### config.mk
export PLATFORM = sky130hd
export DESIGN_NAME = sct_corner_expand
export DESIGN_NICKNAME = d
export VERILOG_FILES = /design/src/rtl/core/sct_pkg.sv /design/src/rtl/core/sct_corner_expand.sv
export SDC_FILE = /design/constraint.sdc
export NUM_CORES = 1
export LEC_CHECK = 0
export ABC_CLOCK_PERIOD_IN_PS = 6970
export BUFFER_PORTS_ARGS = -buffer_cell sky130_fd_sc_hd__buf_2
export CAP_MARGIN = 20
export CORE_AREA = 2 2 163 165
export CTS_CLUSTER_DIAMETER = 100
export DETAILED_ROUTE_END_ITERATION = 7
export DIE_AREA = 0 0 165 167
export GPL_TIMING_DRIVEN = 1
export PLACE_DENSITY = 0.63
export SKIP_LAST_GASP = 1
export SLEW_MARGIN = 20
export SYNTH_ARGS = -nofsm -noshare
export SYNTH_HDL_FRONTEND = slang
export SYNTH_SLANG_ARGS = --single-unit
### constraint.sdc
create_clock -name aclk -period 6.97 [get_ports aclk]
set_input_delay 0 -clock aclk [delete_from_list [all_inputs] [get_ports aclk]]
set_output_delay 0 -clock aclk [all_outputs]
set_load 0.02 [all_outputs]
### src/rtl/core/sct_pkg.sv
// sct_pkg: shared types and constants for the sprite corner transform core
// used by every module under rtl/core, depends on nothing

package sct_pkg;

    // 16.16 fixed point one
    localparam logic [31:0] FIX_ONE = 32'h0001_0000;

    // one full turn in 16.16 degrees, 360 * 65536 = 45 << 19
    localparam logic [24:0] TURN_FIX  = 25'd23592960;
    localparam int          ANG_SHIFT = 19;
    localparam int          ANG_DIV   = 45;
    localparam logic [26:0] ANG_RECIP = 27'((64'd1 << 32) / ANG_DIV);

    // sine table entries, signed, magnitude up to 65536
    localparam int SINE_W = 18;

    localparam logic [63:0] PI_Q30      = 64'd3373259426;
    localparam logic [63:0] HALF_PI_Q30 = 64'd1686629713;
    localparam logic [63:0] TWO_PI_Q30  = 64'd6746518852;

    localparam logic [1:0] CORNER_TL = 2'd0;
    localparam logic [1:0] CORNER_TR = 2'd1;
    localparam logic [1:0] CORNER_BR = 2'd2;
    localparam logic [1:0] CORNER_BL = 2'd3;

    typedef enum logic [1:0] {
        MODE_NORMAL    = 2'd0,
        MODE_SCALED    = 2'd1,
        MODE_DISTORTED = 2'd2
    } draw_mode_t;

    typedef enum logic [0:0] {
        REG_SCROLL_X = 1'b0,
        REG_SCROLL_Y = 1'b1
    } cfg_reg_t;

    typedef struct packed {
        logic [31:0] x_pos;
        logic [31:0] y_pos;
        logic [30:0] width;
        logic [30:0] height;
        logic [31:0] scale;
        logic [24:0] angle;
        logic [1:0]  mirror;
        logic [6:0]  tile;
    } sprite_in_t;

    typedef struct packed {
        draw_mode_t               mode;
        logic [31:0]              x;
        logic [31:0]              y;
        logic [31:0]              sum_x;
        logic [31:0]              sum_y;
        logic [31:0]              half_x;
        logic [31:0]              half_y;
        logic signed [SINE_W-1:0] sn;
        logic signed [SINE_W-1:0] cs;
        logic [6:0]               tile;
        logic [1:0]               mirror;
    } sprite_t;

    typedef struct packed {
        draw_mode_t               mode;
        logic [1:0]               corner;
        logic                     last;
        logic [31:0]              base_x;
        logic [31:0]              base_y;
        logic [31:0]              off_x;
        logic [31:0]              off_y;
        logic signed [SINE_W-1:0] sn;
        logic signed [SINE_W-1:0] cs;
        logic [6:0]               tile;
        logic [1:0]               mirror;
    } corner_t;

    typedef struct packed {
        logic [15:0] vertex_x;
        logic [15:0] vertex_y;
        logic [1:0]  corner;
        draw_mode_t  mode;
        logic [6:0]  tile;
        logic [1:0]  mirror;
        logic        last;
    } result_t;

endpackage

### src/rtl/core/sct_corner_expand.sv
// sct_corner_expand: turns one sprite into one, two or four corner transfers,
// one per cycle while crn_ready allows, with signed corner offsets
// depends on sct_pkg

module sct_corner_expand (
    input  logic             aclk,
    input  logic             aresetn,
    input  logic             spr_valid,
    output logic             spr_ready,
    input  sct_pkg::sprite_t spr,
    output logic             crn_valid,
    input  logic             crn_ready,
    output sct_pkg::corner_t crn
);

    logic [1:0]       cnt_reg;
    logic [1:0]       cnt_next;
    logic             crn_valid_reg;
    logic             crn_valid_next;
    sct_pkg::corner_t crn_reg;
    sct_pkg::corner_t crn_next;
    logic [1:0]       final_cnt;
    logic             load;
    logic             emit;
    logic             is_last;

    always_comb begin
        unique case (spr.mode)
            sct_pkg::MODE_NORMAL:    final_cnt = sct_pkg::CORNER_TL;
            sct_pkg::MODE_SCALED:    final_cnt = sct_pkg::CORNER_TR;
            sct_pkg::MODE_DISTORTED: final_cnt = sct_pkg::CORNER_BL;
            default:                 final_cnt = sct_pkg::CORNER_BL;
        endcase
    end

    assign load      = !crn_valid_reg || crn_ready;
    assign emit      = spr_valid && load;
    assign is_last   = cnt_reg == final_cnt;
    assign spr_ready = !spr_valid || (load && is_last);
    assign crn_valid = crn_valid_reg;
    assign crn       = crn_reg;

    always_comb begin
        cnt_next       = cnt_reg;
        crn_valid_next = crn_valid_reg;
        if (load) begin
            crn_valid_next = spr_valid;
        end
        if (emit) begin
            cnt_next = is_last ? sct_pkg::CORNER_TL : 2'(cnt_reg + 2'd1);
        end

        crn_next.mode   = spr.mode;
        crn_next.corner = cnt_reg;
        crn_next.last   = is_last;
        crn_next.sn     = spr.sn;
        crn_next.cs     = spr.cs;
        crn_next.tile   = spr.tile;
        crn_next.mirror = spr.mirror;
        if (spr.mode == sct_pkg::MODE_DISTORTED || cnt_reg != sct_pkg::CORNER_TL) begin
            crn_next.base_x = spr.sum_x;
            crn_next.base_y = spr.sum_y;
        end else begin
            crn_next.base_x = spr.x;
            crn_next.base_y = spr.y;
        end
        if (cnt_reg == sct_pkg::CORNER_TL || cnt_reg == sct_pkg::CORNER_BL) begin
            crn_next.off_x = 32'd0 - spr.half_x;
        end else begin
            crn_next.off_x = spr.half_x;
        end
        if (cnt_reg == sct_pkg::CORNER_TL || cnt_reg == sct_pkg::CORNER_TR) begin
            crn_next.off_y = 32'd0 - spr.half_y;
        end else begin
            crn_next.off_y = spr.half_y;
        end
    end

    always_ff @(posedge aclk) begin
        if (!aresetn) begin
            cnt_reg       <= sct_pkg::CORNER_TL;
            crn_valid_reg <= 1'b0;
        end else begin
            cnt_reg       <= cnt_next;
            crn_valid_reg <= crn_valid_next;
        end
    end

    always_ff @(posedge aclk) begin
        if (load) begin
            crn_reg <= crn_next;
        end
    end

    a_cnt_in_range: assert property (@(posedge aclk) disable iff (!aresetn)
        spr_valid |-> cnt_reg <= final_cnt)
        else $error("corner count beyond the last corner of the sprite mode");

    a_sprite_held: assert property (@(posedge aclk) disable iff (!aresetn)
        (emit && !is_last) |=> (spr_valid && cnt_reg == 2'($past(cnt_reg) + 2'd1)))
        else $error("sprite dropped or count skipped in the middle of its corners");

    a_cnt_idle: assert property (@(posedge aclk) disable iff (!aresetn)
        cnt_reg != sct_pkg::CORNER_TL |-> spr_valid)
        else $error("corner count running without a sprite");

endmodule

Yosys cells after proc, flatten, opt, wreduce, memory -nomap -nowiden:

Cells that the tools add are included.

* output and inout port bits: 180
* word-level logic and storage cells: 38
* input bits: 243
* flip-flop bits (word level): 181

* add/subtract/negate cells: 3
* mux-type cells: 5
* reductions and logical operators: 12
* eq/ne operators: 5

Operators by type and width (count)
* 32-bit two-way mux: 2
* 64-bit two-way mux: 1
* 1-bit by 32-bit subtractor with 32-bit output, first input constant: 2
* 1-bit logical OR: 5
* 2-bit by 1-bit equality test with 1-bit output, second input constant: 2
* 2-bit equality test, second input constant: 2
* 2-bit zero test: 2
* 2-bit case mux with 2 select lines: 1
* 2-bit by 1-bit adder with 2-bit output, second input constant: 1
* 2-bit equality test: 1
* 1-bit logical AND: 2
* 1-bit zero test: 2
* 2-bit two-way mux: 1
* 2-bit nonzero test: 1

Longest topological paths before layout:

* depth after elaboration: 5
* gate-level depth with buffers: 7

Least setup slack after synthesis:

No wires, ideal clock.

* path kind: register to register
* from: reg crn_valid_reg (netlist: crn_valid)
* to: reg cnt_reg[0]
* data arrival time: 4.807 ns
* stages on the path, launching flop included: 7
* period minus slack after synthesis: 4.872 ns
* path slack: 2.098 ns
* data required time: 6.905 ns
* cell sequence: dfxtp_1 > nor2b_1 > inv_1 > nand2_1 > nor3_1 > a21oi_1 > nor2b_1

* longest elaborated chain between the ends: 3

RTL lines
* start: declaration: line sct_corner_expand.sv:18 `logic crn_valid_reg;`
* start signal: assignment: line sct_corner_expand.sv:85 `crn_valid_reg <= crn_valid_next;`
* 1-bit zero test: line sct_corner_expand.sv:36 `assign load = !crn_valid_reg || crn_ready;`
* 1-bit logical OR: line sct_corner_expand.sv:36
* 1-bit logical AND: line sct_corner_expand.sv:37 `assign emit = spr_valid && load;`
* end signal: assignment: line sct_corner_expand.sv:81 `cnt_reg <= sct_pkg::CORNER_TL;`
* end signal: assignment: line sct_corner_expand.sv:84 `cnt_reg <= cnt_next;`
* end: declaration: line sct_corner_expand.sv:16 `logic [1:0] cnt_reg;`

Every way passes these cells.
A chain may end at the register's enable or synchronous reset.

==> summary.md <==
| Metric | Value |
|---|---|
| Status | `completed` |
| Max_cap viols | `0` |
| Worst Tran Pin Value | `1.13 ns` |
| Top cells by count, synth | `178 x edfxtp_1, 65 x mux2_2, 46 x xor2_1` |
| Die area | `27600 µm²` |
| Final setup violation count | `0` |
| CP peak stage delay | `0.62 ns` |
| DR DRC count | `0` |
| Clock Skew | `0.0134 ns` |
| TritonCTS clock tree | `built` |
| Routability cong. | `0.815` |
| Layout fillers | `2190` |
| P per Cell Area | `236 nW/µm²` |
| Final Hold Fails | `0` |
| Antenna viol nets, final | `0` |
| Synth area leaders | `edfxtp_1 69%, mux2_2 9.5%, xor2_1 5.2%` |
| Mapped Avg Cell Area | `15.9 µm²` |
| Num rows | `59` |
| Maximum vdd ir drop | `0.114 mV` |
| Post_cts resized | `0` |
| Max Clk Rate | `358 MHz` |
| Fraction of the mapped netlist area in adder cells | `0.00649` |
| Setup TNS | `0 ns` |
| RSZ-0062 raised after global routing | `no` |
| Antenna violations before repair | `2` |
| Worst-path clk slew | `0.08 ns` |
| Avg WL per Cell | `16.9 µm` |
| Clk sinks | `181` |
| Crit-path cells | `inv_1 > ha_2 > o21ai_4 > buf_4 > mux2_2 > dlygate4sd3_1` |
| Ys Warns | `0` |
| Area delta synth->final | `72.0%` |
| Req. time, crit path | `7.14 ns` |
| Initial drt markers | `411` |
| H-tree depth | `4` |
| Skew-Pair Late Insertion Delay | `0.42 ns` |
| Syn Inst Count | `485` |
| Max Root-Sink Buffers | `2` |
| Hold WC Path Type | `input port to flip-flop` |
| Complex-gate fraction of the synthesized area | `0.0394` |
| Die Height | `167 µm` |
| Initial cell density of the core | `0.299` |
| Share of cells above drive strength 1 | `0.461` |
| Netlist Area Pre-Place | `7710 µm²` |
| WP buf/inv | `3` |
| Vias in the first global route | `6983` |
| Crit-path slowest cell | `buf_4` |
| First-pass GRT wire length | `37600 µm` |
| Core Area | `25800 µm²` |
| DP HPWL | `17300 µm` |
| Vias/cell | `4.47` |
| Ys async rst share | `0` |
| Max-slew violations | `0` |
| Main combinational cell family by area after synthesis | `multiplexers` |
| Crit path DAT | `2.96 ns` |
| Post-route insts no fill | `1513` |
| Count of different cell masters after synthesis | `47` |
| Post-Route WL | `25600 µm` |
| Final min period | `2.79 ns` |
| Setup CP Type | `flip-flop to flip-flop` |
| LEAKAGE | `5.63 nW` |
| Flops & latches, synth | `181` |
| Most common cell in the netlist | `edfxtp_1` |
| Syn Nets | `732` |
| Reg area | `5410 µm²` |
| Xor and xnor area share after synthesis | `0.0682` |
| Root Driver | `clkbuf_16` |
| Via count | `6765` |
| DRT Pass-1 Iters | `7` |
| Pin count of the biggest net entering global routing | `116` |
| Gr usage total | `0.179` |
| PortBufs | `422` |
| Worst path top cell family by delay | `buffers and inverters` |
| Final period utilization | `0.400` |
| Grt ovf | `0` |
| Sequential fraction of the synthesis area | `0.701` |
| Largest register FFs | `178` |
| Crit Path Max Fanout | `64` |
| Worst slew margin | `0.250` |
| Number of synthesized flops with an enable pin | `178` |
| Setup ws final | `4.18 ns` |
| IO Pins | `423` |
| Die X | `165 µm` |
| Place WS | `4.44 ns` |
| Multi-input combinational cell area | `2220 µm²` |
| Top-area cell type share of the netlist area | `0.693` |
| Inserted Clock Buffers | `17` |
| Area share of and/or/nand/nor cells after synthesis | `0.0769` |
| CP endpoint kind | `flip-flop` |
| Ys flop type | `edfxtp_1` |
| Startpoint types | `flip-flop` |
| Post-synthesis mux area share | `0.0949` |
| Layout Nets | `1410` |
| Placed cells | `1233` |
| Synth area leader | `edfxtp_1` |
## worst register-to-register path: cells and delay by family, from the launching register on
family	cells	cell delay (ns)
multiplexers	1	0.55
buffers and inverters	3	1.27
flip-flops	1	0.45
adder cells (fa/ha/maj)	1	0.22
AO/OA/AOI/OAI	1	0.06
## final timing paths
kind,slack [ns],end,cells past startpoint,startpoint
worst max-delay path,4.18,crn[153]$_DFFE_PN_,6,cnt_reg[0]$_SDFFE_PN0P_
worst min register to register,0.53,cnt_reg[1]$_SDFFE_PN0P_,2,cnt_reg[1]$_SDFFE_PN0P_
worst min-delay path,0.28,crn[33]$_DFFE_PN_,2,spr[33]
worst max register to register,4.18,crn[153]$_DFFE_PN_,6,cnt_reg[0]$_SDFFE_PN0P_
## cells in the final DEF, fill, tap and decap left out, types with 4 or more instances in the layout
master,n
nor4_1,10
inv_6,4
edfxtp_1,178
o21ai_0,7
nand2_1,9
a31oi_1,9
clkbuf_16,17
dlygate4sd3_1,246
xor2_1,46
xnor2_1,14
inv_8,6
a21oi_1,27
inv_1,10
mux2_2,65
nor3_1,10
nor2_1,37
buf_2,422
## power by group
group	internal [W]	switching, W	total, W
clock	0.000482	0.000482	0.000964
sequential	0.00136	0.0000393	0.00140
combinational	0.000353	0.000409	0.000762
## layer usage
metal / global-route usage / up-vias / wire [µm]
met1: 0.206 / 3244 / 9850
met2: 0.328 / 281 / 13500
li1: - / 3201 / -
met5: 0 / - / 0
met4: 0.0567 / 0 / 589
met3: 0.0381 / 39 / 1610
## stage by stage
stage	hold WS [ns]	util	power [W]	instance area, µm²
after detailed placement	0.178	0.397	0.00204	10200
after global placement	0.177	0.396	0.00203	10200
after CTS	0.249	0.515	0.00316	13300
final	0.277	0.515	0.00313	13300
after floorplan	0.0989	-	0.00178	7710
after global routing	0.250	0.515	0.00326	13300
## cell families after synthesis
| logic type | count (synthesis) |
|---|---|
| compound gates | 53 |
| xor+xnor | 60 |
| fa+ha+maj | 4 |
| buf+inv | 22 |
| flops | 181 |
| mux | 65 |
| simple gates | 100 |
## final cells by class
cell class	instances	area share
timing repair buffer	670	0.346
antenna	2	0.000377
clock buffer	17	0.0321
inverter	11	0.00349
clock inverter	15	0.0115
multi-input combinational	282	0.167
sequential	181	0.408
tap	335	0.0316
## timing repair
item	4_1_cts	5_1_grt
hold buffers	246	0
setup buffers	0	0
hold endpoints to repair	178	0
(Power assumes the default switching activity.)
